**src/rtl/tcp_handshake_fsm_macros.svh**
```systemverilog
// Assertion macros used by the connection state machine top level.
`ifndef TCP_HANDSHAKE_FSM_MACROS_SVH
`define TCP_HANDSHAKE_FSM_MACROS_SVH

// Same-cycle implication, ignored while reset is low.
`define TCPHS_ASSERT_NOW(label, clk, rst_n, ante, cons, msg) \
    label: assert property (@(posedge clk) disable iff (!(rst_n)) (ante) |-> (cons)) \
        else $error(msg);

// Next-cycle implication, ignored while reset is low.
`define TCPHS_ASSERT_NEXT(label, clk, rst_n, ante, cons, msg) \
    label: assert property (@(posedge clk) disable iff (!(rst_n)) (ante) |=> (cons)) \
        else $error(msg);

`endif

```
**src/rtl/tcphs_pkg.sv**
```systemverilog
// ----------------------------------------------------------------------------
// tcphs_pkg
// Event and segment codes, widths and the bundles passed between the
// input stage, the connection engine and the top level.
// ----------------------------------------------------------------------------
package tcphs_pkg;

    localparam int SEQ_W     = 32;
    localparam int ACT_W     = 4;
    localparam int KIND_W    = 2;
    localparam int PHASE_W   = 3;
    localparam int CNT_OUT_W = 16;

    localparam logic [SEQ_W-1:0] ISN_RESET = 32'd100;

    // event codes
    localparam logic [ACT_W-1:0] EV_CONNECT = 4'd0;
    localparam logic [ACT_W-1:0] EV_LISTEN  = 4'd1;
    localparam logic [ACT_W-1:0] EV_CLOSE   = 4'd2;
    localparam logic [ACT_W-1:0] EV_RST     = 4'd3;
    localparam logic [ACT_W-1:0] EV_SYN     = 4'd4;
    localparam logic [ACT_W-1:0] EV_SYN_ACK = 4'd5;
    localparam logic [ACT_W-1:0] EV_ACK     = 4'd6;
    localparam logic [ACT_W-1:0] EV_FIN     = 4'd7;

    // outgoing segment kinds
    localparam logic [KIND_W-1:0] K_SYN     = 2'd0;
    localparam logic [KIND_W-1:0] K_ACK     = 2'd1;
    localparam logic [KIND_W-1:0] K_SYN_ACK = 2'd2;
    localparam logic [KIND_W-1:0] K_RST     = 2'd3;

    typedef struct packed {
        logic [ACT_W-1:0] action;
        logic [SEQ_W-1:0] seg_seq;
        logic [SEQ_W-1:0] seg_ack;
    } t_event;

    typedef struct packed {
        logic fire;    // advance the held request into the result register
        logic cfg_we;  // load initial and next send sequence number
    } t_ctl;

    typedef struct packed {
        logic                 ok;
        logic                 send_valid;
        logic [KIND_W-1:0]    send_kind;
        logic [SEQ_W-1:0]     send_seq;
        logic [SEQ_W-1:0]     send_ack;
        logic [PHASE_W-1:0]   conn_state;
        logic [CNT_OUT_W-1:0] dup_ack_count;
        logic [CNT_OUT_W-1:0] failed_count;
    } t_result;

endpackage

```
**src/rtl/tcphs_in_stage.sv**
```systemverilog
// ----------------------------------------------------------------------------
// tcphs_in_stage
// Input register: captures one request and holds it until the engine takes it.
// ----------------------------------------------------------------------------
module tcphs_in_stage (
    input  logic              i_clk,
    input  logic              i_rst_n,
    input  logic              i_valid,
    input  tcphs_pkg::t_event i_event,
    input  logic              i_fire,
    output logic              o_stall,
    output logic              o_valid,
    output tcphs_pkg::t_event o_event
);
    import tcphs_pkg::*;

    logic   r_valid;
    t_event r_event;
    logic   take;

    // free when empty or when the held request moves on this cycle
    assign o_stall = r_valid && !i_fire;
    assign take    = i_valid && !o_stall;

    always_ff @(posedge i_clk) begin
        if (!i_rst_n) begin
            r_valid <= 1'b0;
        end else begin
            if (take) begin
                r_valid <= 1'b1;
                r_event <= i_event;
            end else if (i_fire) begin
                r_valid <= 1'b0;
            end
        end
    end

    assign o_valid = r_valid;
    assign o_event = r_event;

endmodule

```
**src/rtl/tcphs_engine.sv**
```systemverilog
// ----------------------------------------------------------------------------
// tcphs_engine
// Connection state machine: phase, send sequence, counters and result register.
// ----------------------------------------------------------------------------
module tcphs_engine #(
    parameter int COUNT_WIDTH = 16
) (
    input  logic                          i_clk,
    input  logic                          i_rst_n,
    input  tcphs_pkg::t_ctl               i_ctl,
    input  logic [tcphs_pkg::SEQ_W-1:0]   i_cfg_data,
    input  tcphs_pkg::t_event             i_event,
    output tcphs_pkg::t_result            o_result
);
    import tcphs_pkg::*;

    typedef enum logic [PHASE_W-1:0] {
        ST_CLOSED   = 3'd0,
        ST_LISTEN   = 3'd1,
        ST_SYN_RCVD = 3'd2,
        ST_SYN_SENT = 3'd3,
        ST_ESTAB    = 3'd4
    } t_phase;

    localparam int OUT_W = (COUNT_WIDTH < CNT_OUT_W) ? COUNT_WIDTH : CNT_OUT_W;

    t_phase                   r_state,  n_state;
    logic [SEQ_W-1:0]         r_isn;
    logic [SEQ_W-1:0]         r_nss,    n_nss;
    logic [COUNT_WIDTH-1:0]   r_dup,    n_dup;
    logic [COUNT_WIDTH-1:0]   r_fail,   n_fail;
    logic                     r_ok,     n_ok;
    logic                     r_sv,     n_sv;
    logic [KIND_W-1:0]        r_kind,   n_kind;
    logic [SEQ_W-1:0]         r_seq,    n_seq;
    logic [SEQ_W-1:0]         r_ack,    n_ack;

    logic [SEQ_W-1:0]         seg_seq_p1;
    logic [SEQ_W-1:0]         nss_p1;
    logic [SEQ_W-1:0]         nss_m1;
    logic                     ack_match;
    logic [COUNT_WIDTH-1:0]   dup_inc;
    logic [COUNT_WIDTH-1:0]   fail_inc;

    assign seg_seq_p1 = i_event.seg_seq + 1'b1;
    assign nss_p1     = r_nss + 1'b1;
    assign nss_m1     = r_nss - 1'b1;
    assign ack_match  = (i_event.seg_ack == r_nss);
    assign dup_inc    = (&r_dup)  ? r_dup  : r_dup  + 1'b1;
    assign fail_inc   = (&r_fail) ? r_fail : r_fail + 1'b1;

    always_comb begin
        n_state = r_state;
        n_nss   = r_nss;
        n_dup   = r_dup;
        n_fail  = r_fail;
        n_ok    = 1'b1;
        n_sv    = 1'b0;
        n_kind  = K_SYN;
        n_seq   = '0;
        n_ack   = '0;

        if (i_event.action > EV_FIN) begin
            n_ok = 1'b0;
        end else begin
            case (r_state)
                ST_CLOSED: begin
                    if (i_event.action == EV_LISTEN) begin
                        n_state = ST_LISTEN;
                    end else if (i_event.action == EV_CONNECT) begin
                        n_sv    = 1'b1;
                        n_kind  = K_SYN;
                        n_seq   = r_nss;
                        n_nss   = nss_p1;
                        n_state = ST_SYN_SENT;
                    end else begin
                        n_sv   = 1'b1;
                        n_kind = K_RST;
                    end
                end
                ST_LISTEN: begin
                    if (i_event.action == EV_SYN) begin
                        n_sv    = 1'b1;
                        n_kind  = K_SYN_ACK;
                        n_seq   = r_nss;
                        n_ack   = seg_seq_p1;
                        n_nss   = nss_p1;
                        n_state = ST_SYN_RCVD;
                    end else begin
                        n_sv   = 1'b1;
                        n_kind = K_RST;
                    end
                end
                ST_SYN_RCVD: begin
                    if (i_event.action == EV_ACK) begin
                        if (!ack_match) begin
                            n_dup = dup_inc;
                        end else begin
                            n_dup   = '0;
                            n_state = ST_ESTAB;
                        end
                    end else if (i_event.action inside {EV_RST, EV_CLOSE}) begin
                        if (i_event.action == EV_RST) begin
                            n_fail = fail_inc;
                        end
                        n_nss   = r_isn;
                        n_dup   = '0;
                        n_state = ST_CLOSED;
                    end else begin
                        n_sv   = 1'b1;
                        n_kind = K_RST;
                    end
                end
                ST_SYN_SENT: begin
                    if (i_event.action == EV_SYN) begin
                        // simultaneous open: reuse the SYN's sequence number
                        n_sv    = 1'b1;
                        n_kind  = K_SYN_ACK;
                        n_seq   = nss_m1;
                        n_ack   = seg_seq_p1;
                        n_state = ST_SYN_RCVD;
                    end else if (i_event.action == EV_SYN_ACK) begin
                        n_sv = 1'b1;
                        if (!ack_match) begin
                            n_kind  = K_RST;
                            n_nss   = r_isn;
                            n_dup   = '0;
                            n_state = ST_CLOSED;
                        end else begin
                            n_kind  = K_ACK;
                            n_seq   = r_nss;
                            n_ack   = seg_seq_p1;
                            n_state = ST_ESTAB;
                        end
                    end else if (i_event.action == EV_RST) begin
                        n_fail  = fail_inc;
                        n_nss   = r_isn;
                        n_dup   = '0;
                        n_state = ST_CLOSED;
                    end
                end
                ST_ESTAB: begin
                    if (i_event.action == EV_ACK) begin
                        n_dup = ack_match ? '0 : dup_inc;
                    end else if (i_event.action inside {EV_FIN, EV_CLOSE}) begin
                        n_nss   = r_isn;
                        n_dup   = '0;
                        n_state = ST_CLOSED;
                    end else begin
                        n_ok = 1'b0;
                    end
                end
                default: begin
                    n_state = ST_CLOSED;
                end
            endcase
        end
    end

    always_ff @(posedge i_clk) begin
        if (!i_rst_n) begin
            r_state <= ST_CLOSED;
            r_isn   <= ISN_RESET;
            r_nss   <= ISN_RESET;
            r_dup   <= '0;
            r_fail  <= '0;
        end else begin
            if (i_ctl.fire) begin
                r_state <= n_state;
                r_nss   <= n_nss;
                r_dup   <= n_dup;
                r_fail  <= n_fail;
                r_ok    <= n_ok;
                r_sv    <= n_sv;
                r_kind  <= n_kind;
                r_seq   <= n_seq;
                r_ack   <= n_ack;
            end
            if (i_ctl.cfg_we) begin
                r_isn <= i_cfg_data;
                r_nss <= i_cfg_data;
            end
        end
    end

    // phase and counters only move on a fire, so they stay with the held result
    assign o_result.ok            = r_ok;
    assign o_result.send_valid    = r_sv;
    assign o_result.send_kind     = r_kind;
    assign o_result.send_seq      = r_seq;
    assign o_result.send_ack      = r_ack;
    assign o_result.conn_state    = r_state;
    assign o_result.dup_ack_count = CNT_OUT_W'(r_dup[OUT_W-1:0]);
    assign o_result.failed_count  = CNT_OUT_W'(r_fail[OUT_W-1:0]);

endmodule

```
**src/rtl/tcp_handshake_fsm.sv**
```systemverilog
// Simplified TCP connection state machine (closed, listen, syn received,
// syn sent, established). Each request on the input channel is one event:
// i_action with the received segment's i_seg_seq and i_seg_ack. Each
// request gives exactly one result on the output channel: ok flag, an
// optional SYN / ACK / SYN_ACK / RST segment, the phase after the event
// and the duplicate-ACK and failed-attempt counters (saturating).
// Both channels use valid/stall: a transfer happens on a rising edge with
// valid high and stall low.
// A request accepted into the input register passes through the engine
// into the result register, from which it is presented. Throughput is one
// request per cycle while the receiver does not stall, set by the single
// engine pass between the input register and the result register.
// When the receiver stalls, the result holds; the input register still
// takes one further request, after which o_in_stall is raised.
// Reset (synchronous, active low) returns to closed, zero counters and an
// initial sequence of 100. A write on i_cfg_we loads the initial sequence
// and the next send sequence; write only while the block is idle.
// ----------------------------------------------------------------------------
// tcp_handshake_fsm
// Top level: input stage, connection engine and output handshake.
// ----------------------------------------------------------------------------
module tcp_handshake_fsm #(
    parameter int COUNT_WIDTH = 16
) (
    input  logic        i_clk,
    input  logic        i_rst_n,
    // configuration
    input  logic        i_cfg_we,
    input  logic [31:0] i_cfg_data,
    // request channel
    input  logic        i_in_valid,
    output logic        o_in_stall,
    input  logic [3:0]  i_action,
    input  logic [31:0] i_seg_seq,
    input  logic [31:0] i_seg_ack,
    // result channel
    output logic        o_out_valid,
    input  logic        i_out_stall,
    output logic        o_ok,
    output logic        o_send_valid,
    output logic [1:0]  o_send_kind,
    output logic [31:0] o_send_seq,
    output logic [31:0] o_send_ack,
    output logic [2:0]  o_conn_state,
    output logic [15:0] o_dup_ack_count,
    output logic [15:0] o_failed_count
);
    import tcphs_pkg::*;

    t_event  in_event;
    t_event  held_event;
    logic    held_valid;
    t_ctl    ctl;
    t_result result;
    logic    out_free;
    logic    r_out_valid;

    assign in_event.action  = i_action;
    assign in_event.seg_seq = i_seg_seq;
    assign in_event.seg_ack = i_seg_ack;

    // result register is free when empty or being taken this cycle
    assign out_free   = !r_out_valid || !i_out_stall;
    assign ctl.fire   = held_valid && out_free;
    assign ctl.cfg_we = i_cfg_we;

    tcphs_in_stage u_in_stage (
        .i_clk   (i_clk),
        .i_rst_n (i_rst_n),
        .i_valid (i_in_valid),
        .i_event (in_event),
        .i_fire  (ctl.fire),
        .o_stall (o_in_stall),
        .o_valid (held_valid),
        .o_event (held_event)
    );

    tcphs_engine #(
        .COUNT_WIDTH (COUNT_WIDTH)
    ) u_engine (
        .i_clk      (i_clk),
        .i_rst_n    (i_rst_n),
        .i_ctl      (ctl),
        .i_cfg_data (i_cfg_data),
        .i_event    (held_event),
        .o_result   (result)
    );

    // advance on fire, drop once taken, hold while stalled
    always_ff @(posedge i_clk) begin
        if (!i_rst_n) begin
            r_out_valid <= 1'b0;
        end else if (ctl.fire) begin
            r_out_valid <= 1'b1;
        end else if (!i_out_stall) begin
            r_out_valid <= 1'b0;
        end
    end

    assign o_out_valid     = r_out_valid;
    assign o_ok            = result.ok;
    assign o_send_valid    = result.send_valid;
    assign o_send_kind     = result.send_kind;
    assign o_send_seq      = result.send_seq;
    assign o_send_ack      = result.send_ack;
    assign o_conn_state    = result.conn_state;
    assign o_dup_ack_count = result.dup_ack_count;
    assign o_failed_count  = result.failed_count;

`include "tcp_handshake_fsm_macros.svh"

    `TCPHS_ASSERT_NEXT(a_fire_gives_result, i_clk, i_rst_n, ctl.fire, o_out_valid, "fired request produced no result")
    `TCPHS_ASSERT_NEXT(a_stalled_phase_held, i_clk, i_rst_n, o_out_valid && i_out_stall, $stable(o_conn_state) && $stable(o_dup_ack_count), "phase or counter moved under a stalled result")
    `TCPHS_ASSERT_NOW(a_not_ok_sends_nothing, i_clk, i_rst_n, o_out_valid && !o_ok, !o_send_valid, "segment sent for a rejected event")
    `TCPHS_ASSERT_NOW(a_rst_carries_zeros, i_clk, i_rst_n, o_out_valid && o_send_valid && o_send_kind == K_RST, o_send_seq == '0 && o_send_ack == '0, "RST segment with non-zero seq or ack")

endmodule

```
**config.mk**
```make
export PLATFORM = sky130hd
export DESIGN_NAME = tcp_handshake_fsm
export DESIGN_NICKNAME = d
export VERILOG_FILES = /design/src/rtl/tcphs_pkg.sv /design/src/rtl/tcphs_in_stage.sv /design/src/rtl/tcphs_engine.sv /design/src/rtl/tcp_handshake_fsm.sv
export VERILOG_INCLUDE_DIRS = /design/src /design/src/rtl
export SDC_FILE = /design/constraint.sdc
export NUM_CORES = 1
export LEC_CHECK = 0
export CORE_MARGIN = 4
export CORE_UTILIZATION = 60
export CTS_BUF_LIST = sky130_fd_sc_hd__clkbuf_8 sky130_fd_sc_hd__clkbuf_16
export DETAILED_ROUTE_END_ITERATION = 8
export DONT_BUFFER_PORTS = 1
export PLACE_DENSITY = 0.76
export SLEW_MARGIN = 5
export SYNTH_ARGS = -nofsm -noshare
export SYNTH_HDL_FRONTEND = slang
export SYNTH_HIERARCHICAL = 1
export SYNTH_SLANG_ARGS = --single-unit
```
**constraint.sdc**
```tcl
create_clock -name i_clk -period 11.95 [get_ports i_clk]
set_clock_uncertainty 0.2 [all_clocks]
set_input_delay 2.39 -clock i_clk [delete_from_list [all_inputs] [get_ports i_clk]]
set_output_delay 2.39 -clock i_clk [all_outputs]
set_load 0.02 [all_outputs]
```
# == Word level (Yosys, flattened, before mapping) ==
# Index checks and enable logic that the tools add are counted.
# Widths: inputs -> output; s select.
# classes
n_addsub,5
order_cmp,1
n_eq_ne,38
muxes,80
n_bitwise,1
n_reduce_logical,25
# op_table
operator,n
$mux 32,24
$mux 16,16
$pmux 32 s5,1
$pmux 32 s3,1
$add 32x1->32 const B,2
$pmux 32 s2,1
$pmux 16 s3,1
$mux 3,12
$add 16x1->16 const B,2
$eq 32x32->1,1
$pmux 16 s2,1
$reduce_and 16->1,2
$sub 32x1->32 const B,1
$eq 4x3->1 const B,4
$ne 3x2->1 const B,5
$ne 3x3->1 const B,5
$pmux 3 s5,1
$mux 2,7
$mux 1,13
$reduce_and 13->1,1
$ne 3x1->1 const B,4
$ne 2x2->1 const B,5
$reduce_bool 2->1,5
$reduce_and 9->1,1
other kinds (23),34
# word_totals
regBits,237
in_bits,105
output_inout_bits,105
wordCells,165

# == Logic depth before layout (Yosys ltp) ==
# Gate-level depths: netlist of run 1.
# depth
word_depth,8
depth_mapped,10
mapped_depth_nobuf,9

# == By module ==
# The synthesis of run 1 kept the hierarchy.
# by_module_without_submodules
mod,instances,cells_per_inst,area_each_um2,seq_area_each_um2
tcphs_engine,1,1175,9735.6,4023.9
tcphs_in_stage,1,73,2090.8,2062.0
tcp_handshake_fsm,1,4,38.8,20.0

# == Worst setup path before layout of run 1 ==
# No wires, ideal clock.
# synth_timing
path_type,in2reg
from,input port i_out_stall
to,"register u_in_stage.r_event, in the netlist u_in_stage/o_event[0], enable pin"
setup_time_ns,0.496
t_arrival_ns,5.864
required_time_ns,11.254
slack_ns,5.390
cell_stages,3
n_path_buf,0
cell_sequence,a21boi_0 -> nor2b_4 -> nor2_1
# synth_between
elab_chain_cells,8
# synth_rtl
element,line_no,rtl
"start, declared",tcp_handshake_fsm.sv:38,"input logic i_out_stall,"
$logic_not 1->1,n/a,
$logic_or 1x1->1,tcp_handshake_fsm.sv:63,assign out_free = !r_out_valid || !i_out_stall;
$logic_and 1x1->1,tcp_handshake_fsm.sv:64,assign ctl.fire = held_valid && out_free;
$logic_not 1->1,tcphs_in_stage.sv:22,assign o_stall = r_valid && !i_fire;
$logic_and 1x1->1,tcphs_in_stage.sv:22,
named net o_in_stall,tcp_handshake_fsm.sv:32,"output logic o_in_stall,"
$logic_not 1->1,tcphs_in_stage.sv:23,assign take = i_valid && !o_stall;
$logic_and 1x1->1,tcphs_in_stage.sv:23,
$reduce_and 2->1 (no line),n/a,
"end signal, assigned",tcphs_in_stage.sv:31,r_event <= i_event;
"end, declared",tcphs_in_stage.sv:18,t_event r_event;
# The timed path passes the listed nets, and every way through them passes these cells.
# A chain may end at the register's enable or synchronous reset.

# == Worst setup path in the final report of run 1 ==
# layout_timing
from,input port i_out_stall
to,output port o_in_stall
# layout_between
elab_chain_cells,5
# layout_rtl
element,line_no
$logic_not 1->1,n/a
$logic_or 1x1->1,tcp_handshake_fsm.sv:63
$logic_and 1x1->1,tcp_handshake_fsm.sv:64
$logic_not 1->1,tcphs_in_stage.sv:22
$logic_and 1x1->1,tcphs_in_stage.sv:22
"end, declared",tcp_handshake_fsm.sv:32
# Every way passes these cells.

==> run_results.csv, run 1 <==
group,metric,value,unit
run_status,status,"completed",
finish,regArea,6106,um2
finish,drive_above_1_share,6.106,%
die,die_x,148.6,um
cts,cts-htree-levels,1,
logic_synthesis,synthDistinctLibCells,71,
routing,wl,30.81,mm
power,powerDensity,143.4,nW/um2
placed_design,gp_congestion,0.9417,
logic_synthesis,syn_area_per_cell,9.477,um2
power,clkPwrFrac,43.4,%
worst_setup_path,start_kind,"input port",
worst_setup_path,path_buf_inv,0,
finish,multi_input_area,5318,um2
cts,post_cts_resized,0,
cts,cts_num_sinks,237,
timing,fin_tns_setup,0,ns
grt,antenna_found_initial,1,
timing,worstMarginPinSlew,0.9005,ns
routing,ant_nets,0,
power,p_leak,4.337,nW
worst_setup_path,cp_top_family,"compound AO/OA/AOI/OAI gates",
routing,wl_per_cell,20.85,um
logic_synthesis,synth_edf_count,136,
cts,clk_latency,0.52,ns
logic_synthesis,synthFlopType,"edfxtp_1",
cts,post_cts.repair.setup_buffers,0,
worst_setup_path,crit_type,"input port to output pin",
worst_setup_path,crit_arrival,3.15,ns
power,power_frac_seq,52.0,%
logic_synthesis,syn-cell-area,11870,um2
grt,grt_pass1_vias,8467,
die,ios,210,
timing,max-slew-margin-rel,39.41,%
logic_synthesis,synth_seq_cells,237,
worst_setup_path,worstPathRequired,9.36,ns
grt,grt_usage,26.43,%
timing,fin_crit,5.741,ns
power,swShare,22.43,%
timing,rsz0062_at_grt,"false",
finish,areaGrowthSynthToFinish,7.814,%
cts,clkTransAtPathRegs,0.06,ns
timing,max_freq,0.1742,GHz
timing,period_share,48.04,%
placed_design,dpl.hpwl,20.75,mm
logic_synthesis,ys_seq_area_share,51.46,%
die,core_area,19460,um2
timing,finalSetupViolCount,0,
die,start_util,60.96,%
placed_design,port_buffers,0,
die,dieArea,22090,um2
power,power.internal,1.423,mW
cts,cts_tree,"yes",
worst_setup_path,slowest_stage,"a21boi_0",
finish,layout.cells.non_filler,1478,
die,die_h,148.6,um
cts,holdBufCountCts,0,
worst_setup_path,crit_fanout,5,
worst_setup_path,end_kind,"output pin",
power,combPwrFrac,4.6,%
power,max-vdd-ir-drop,128.2,uV
worst_hold_path,hold_path_class,"flop to flop",
logic_synthesis,synth_nets,1362,
routing,dr.pass1.iters,6,
routing,drc,0,
cts,cts_root_buf,"clkbuf_16",
grt,grt_pass1_wl,46.98,mm
finish,nNetsFinal,1303,
timing,slew_viol_final,0,
routing,num_vias,9631,
grt,grt_start_max_net_pins,73,
worst_setup_path,slowest_delay,0.59,ns
cts,tritoncts.num_buffers,25,
timing,hold_viol,0,
logic_synthesis,synth_cells,1252,
cts,cts.path.max_buffers,3,
placed_design,dp_cells,1431,
power,p_sw,0.4114,mW
logic_synthesis,ys_warn_count,6,
logic_synthesis,async_flop_share,0,%
flow_run,maxCapViolations,0,
worst_setup_path,path_cells,"a21boi_0 > nor2b_4",
finish,fill_cells,1520,
die,core.rowCount,51,
routing,vias_per_cell,6.516,
grt,grt_overflow_total,0,
routing,drt-initial-drc-count,1329,
==> power groups by stage <==
stage          Sequential [mW]  Clock, mW  Combinational [mW]
6_report                 0.953      0.797              0.0842
5_1_grt                  0.955      0.847              0.0945
3_5_place_dp             0.968          0              0.0832
2_1_floorplan            0.944          0              0.0865
4_1_cts                  0.951      0.810              0.0839
3_3_place_gp             0.967          0              0.0807
==> layer usage <==
layer / up-vias / wire length [um] / track usage (%)
met5: - / 0 / 0
li1: 4485 / - / -
met1: 4474 / 12240 / 36.27
met3: 87 / 3436 / 6.338
met2: 585 / 13890 / 40.87
met4: 0 / 1243 / 10.25
==> final timing paths <==
kind	start	to	slack (ns)	depth (start not counted)
worst max-delay path	i_out_stall	o_in_stall	6.21	2
worst min-delay path	u_engine/r_isn[5]$_SDFFE_PN1P_	u_engine/r_isn[5]$_SDFFE_PN1P_	0.27	2
worst max register to register	u_engine/r_state[0]$_SDFFE_PN0P_	u_engine/r_nss[6]$_SDFFE_PN1P_	7.87	6
worst min register to register	u_engine/r_isn[5]$_SDFFE_PN1P_	u_engine/r_isn[5]$_SDFFE_PN1P_	0.27	2
==> synth_stat cells, types with 5 or more instances <==
| cell type | count | area share [%] |
|---|---|---|
| mux2i_1 | 30 | 2.5 |
| dfxtp_1 | 101 | 17 |
| a31oi_1 | 26 | 1.4 |
| o41ai_1 | 5 | 0.37 |
| inv_1 | 19 | 0.60 |
| nor3_1 | 34 | 1.4 |
| a22o_1 | 5 | 0.37 |
| and2_1 | 11 | 0.58 |
| clkbuf_1 | 84 | 2.7 |
| edfxtp_1 | 136 | 34 |
| o311ai_0 | 5 | 0.37 |
| buf_1 | 6 | 0.19 |
| nand3_1 | 69 | 2.9 |
| or4_1 | 12 | 0.76 |
| and4_1 | 12 | 0.89 |
| ha_1 | 5 | 0.53 |
| and3_1 | 21 | 1.1 |
| xnor2_1 | 11 | 0.81 |
| o31ai_1 | 8 | 0.51 |
| o22ai_1 | 11 | 0.58 |
| or2_2 | 10 | 0.53 |
| nor2_1 | 139 | 4.4 |
| a211oi_1 | 5 | 0.32 |
| nor2b_1 | 8 | 0.42 |
| nand4_1 | 31 | 1.6 |
| nand2_1 | 102 | 3.2 |
| a21oi_1 | 82 | 3.5 |
| xor2_1 | 72 | 5.3 |
| nor4_1 | 15 | 0.79 |
| buf_2 | 5 | 0.21 |
| o21ai_0 | 82 | 3.5 |
| or3_1 | 7 | 0.37 |
| o211ai_1 | 15 | 0.95 |
==> layout make-up <==
cell class | count | share of cell area, %
inverter | 20 | 0.5869
multi-input combinational | 897 | 41.57
timing repair buffer | 12 | 0.7042
clock buffer | 31 | 5.624
antenna | 1 | 0.01956
tap | 265 | 2.592
sequential | 237 | 47.73
clock inverter | 15 | 1.174
==> sequential cells by signal (all words and copies together), names as in the netlist, 3 cells and up <==
register	cells
u_in_stage/o_event	68
u_engine/r_ack	32
u_engine/r_isn	32
u_engine/r_nss	32
u_engine/r_seq	32
u_engine/r_dup	16
u_engine/r_fail	16
u_engine/r_state	3
==> cells by family (layout without fill, tap and decap cells) <==
kind of cell / after synthesis / in the layout / synth area share (%)
AO/OA/AOI/OAI: 288 / 288 / 14.88
XOR/XNOR: 83 / 83 / 6.127
adder cells (fa/ha/maj): 5 / 5 / 0.5273
buffers and inverters: 118 / 78 / 3.912
flip-flops: 237 / 237 / 51.46
multiplexers: 30 / 30 / 2.531
other: 0 / 1 / 0
AND/OR/NAND/NOR: 491 / 491 / 20.56
==> through the flow <==
| step | total power [mW] | hold slack (ns) | util [%] | area (um2) | worst slack, ns |
|---|---|---|---|---|---|
| 5_1_grt | 1.897 | 0.3129 | 65.73 | 12790 | 6.089 |
| 6_report | 1.834 | 0.2720 | 65.73 | 12790 | 6.209 |
| 4_1_cts | 1.845 | 0.2672 | 65.72 | 12790 | 6.194 |
| 2_1_floorplan | 1.030 | 0.2306 | - | 11870 | 5.390 |
| 3_5_place_dp | 1.052 | 0.2567 | 61.25 | 11920 | 6.194 |
| 3_3_place_gp | 1.048 | 0.2473 | 61.25 | 11920 | 6.223 |
==> cell usage in the layout (no fill, tap or decap), types with 26 or more instances in the layout <==
cell / instances
a21oi_1: 82
mux2i_1: 30
nand4_1: 31
clkbuf_16: 26
o21ai_0: 82
nand3_1: 69
edfxtp_1: 136
nand2_1: 102
dfxtp_1: 101
nor3_1: 33
xor2_1: 72
nor2_1: 137
Note: power is estimated with default switching activity, not from simulation.
==> run 2, diff against run 1 <==
--- a/config.mk
+++ b/config.mk
@@ -7,7 +7,7 @@
 export NUM_CORES = 1
 export LEC_CHECK = 0
 export CORE_MARGIN = 4
-export CORE_UTILIZATION = 60
+export CORE_UTILIZATION = 58
 export CTS_BUF_LIST = sky130_fd_sc_hd__clkbuf_8 sky130_fd_sc_hd__clkbuf_16
 export DETAILED_ROUTE_END_ITERATION = 8
 export DONT_BUFFER_PORTS = 1
==> constraint.sdc (replaced) <==
create_clock -name i_clk -period 4.6 [get_ports i_clk]
set_clock_uncertainty 0.2 [all_clocks]
set_input_delay 0.92 -clock i_clk [delete_from_list [all_inputs] [get_ports i_clk]]
set_output_delay 0.92 -clock i_clk [all_outputs]
set_load 0.02 [all_outputs]
==> run 2 against run 1 <==
Effect of this change:
- sequential share of layout area is 0.36 points lower
- non-clock buffer count is 11 higher
- clock power grew to 2.6 times the previous value
- critical path type is now flop to flop
- critical endpoint is now u_engine/r_nss[16]$_SDFFE_PN0P_
==> run_results.csv, run 2 (synthesis gave the netlist of run 1 again) <==
group,metric,value,unit
cts,cts_root_buf,"clkbuf_16",
die,ios,210,
routing,drc,0,
power,max-vdd-ir-drop,331.6,uV
timing,hold_viol,0,
timing,fin_ws,1.172,ns
placed_design,dp_cells,1447,
power,p_leak,4.402,nW
cts,cts_num_sinks,237,
finish,largest_register_ffs,68,
timing,max-slew-margin-rel,34.48,%
worst_setup_path,crit_fanout,33,
cts,cts_tree,"yes",
finish,layout.cells.non_filler,1498,
power,p_sw,1.080,mW
placed_design,dp_slack,1.266,ns
power,power_frac_seq,51.6,%
die,core_area,20170,um2
routing,wl_per_cell,21.29,um
timing,slew_viol_final,0,
cts,holdBufCountCts,0,
finish,fill_cells,1577,
worst_setup_path,end_kind,"flop",
finish,areaGrowthSynthToFinish,8.626,%
cts,post_cts_resized,0,
routing,ant_nets,0,
worst_setup_path,start_kind,"flop",
die,core.rowCount,52,
cts,cts.path.max_buffers,3,
power,clkPwrFrac,43.5,%
finish,drive_above_1_share,6.776,%
cts,cts-htree-levels,1,
timing,period_share,74.52,%
timing,fin_tns_setup,0,ns
timing,max_freq,0.2917,GHz
timing,whs,0.2763,ns
timing,worstMarginPinSlew,0.9829,ns
finish,final_common_cell,"nor2_1",
placed_design,gp_congestion,0.9706,
worst_setup_path,crit_arrival,3.63,ns
timing,finalSetupViolCount,0,
die,die_h,151.0,um
placed_design,dpl.hpwl,22.17,mm
die,die_x,151.0,um
cts,clkTransAtPathRegs,0.06,ns
finish,nNetsFinal,1315,
grt,grt_usage,26.83,%
finish,layout_common_cells,"nor2_1, edfxtp_1, nand2_1",
die,dieArea,22810,um2
routing,drt-initial-drc-count,1044,
routing,wl,31.90,mm
cts,clk_latency,0.52,ns
placed_design,port_buffers,0,
power,swShare,22.54,%
grt,grt_overflow_total,0,
routing,num_vias,9756,
power,power.internal,3.710,mW
routing,vias_per_cell,6.513,
grt,grt_start_max_net_pins,73,
worst_hold_path,hold_path_class,"flop to flop",
routing,dr.pass1.iters,6,
worst_setup_path,worstPathRequired,4.80,ns
timing,fin_crit,3.428,ns
power,powerDensity,371.6,nW/um2
grt,antenna_found_initial,3,
power,combPwrFrac,4.9,%
die,start_util,58.83,%
grt,grt_pass1_wl,48.61,mm
worst_setup_path,crit_type,"flop to flop",
flow_run,maxCapViolations,0,
timing,rsz0062_at_grt,"false",
cts,post_cts.repair.setup_buffers,0,
run_status,status,"completed",
cts,tritoncts.num_buffers,26,
grt,grt_pass1_vias,8767,
run 2: cell count changes in the layout (fill, tap and decap cells not counted):
cell / previous run / this run
clkbuf_8: 5 / 0
clkinvlp_2: 1 / 0
bufinv_16: 3 / 4
clkinv_1: 1 / 5
clkinv_2: 1 / 5
clkbuf_16: 26 / 27
inv_2: 1 / 0
inv_6: 1 / 0
clkinvlp_4: 2 / 1
buf_4: 12 / 23
diode_2: 1 / 3
inv_4: 0 / 1
run 2: layer usage:
metal | global-route usage [%] | wire (um) | share of wire, % | up-vias
met4 | 11.15 | 1479 | 4.6 | 4
li1 | - | - | - | 4515
met1 | 36.04 | 12530 | 39 | 4497
met2 | 40.92 | 14090 | 44 | 616
met5 | 0 | 35 | 0.11 | -
met3 | 7.690 | 3752 | 12 | 124
run 2: worst max-delay path, cell delays in order (launching register included):
cell and delay (ns):
edfxtp_1 0.63, nor2b_1 0.40, and3_1 0.31, nand2_1 0.22, nor3_2 0.55, or2_2 0.62
o21bai_1 0.15, a32o_1 0.23
run 2: path summary, 6_finish.rpt:
check,depth (start not counted),slack (ns),start,end
hold / removal,2,0.28,u_engine/r_isn[5]$_SDFFE_PN1P_,u_engine/r_isn[5]$_SDFFE_PN1P_
hold reg to reg,2,0.28,u_engine/r_isn[5]$_SDFFE_PN1P_,u_engine/r_isn[5]$_SDFFE_PN1P_
setup reg to reg,7,1.17,u_in_stage/o_event[66]$_DFFE_PP_,u_engine/r_nss[16]$_SDFFE_PN0P_
setup / recovery,7,1.17,u_in_stage/o_event[66]$_DFFE_PP_,u_engine/r_nss[16]$_SDFFE_PN0P_
run 2: final cells by class:
type,instances,area (um2),area share [%]
tap,270,337.8,2.621
multi-input combinational,897,5318,41.26
sequential,237,6106,47.37
antenna,3,7.507,0.05825
timing repair buffer,23,172.7,1.340
clock buffer,27,675.6,5.242
clock inverter,21,196.4,1.524
inverter,20,75.07,0.5825
run 2: through the flow:
stage	power (mW)	cell area, um2	util, %
finish	4.790	12890	63.90
detailed placement	2.741	12010	59.54
CTS	4.824	12880	63.86
global placement	2.732	12010	59.54
floorplan	2.676	11870	-
global route	4.963	12880	63.88
run 2: power by group through the flow:
| stage | Clock, mW | Combinational (mW) | Sequential (mW) |
|---|---|---|---|
| 4_1_cts | 2.13 | 0.232 | 2.47 |
| 3_3_place_gp | 0 | 0.225 | 2.51 |
| 3_5_place_dp | 0 | 0.230 | 2.51 |
| 6_report | 2.09 | 0.235 | 2.47 |
| 2_1_floorplan | 0 | 0.225 | 2.45 |
| 5_1_grt | 2.23 | 0.259 | 2.48 |
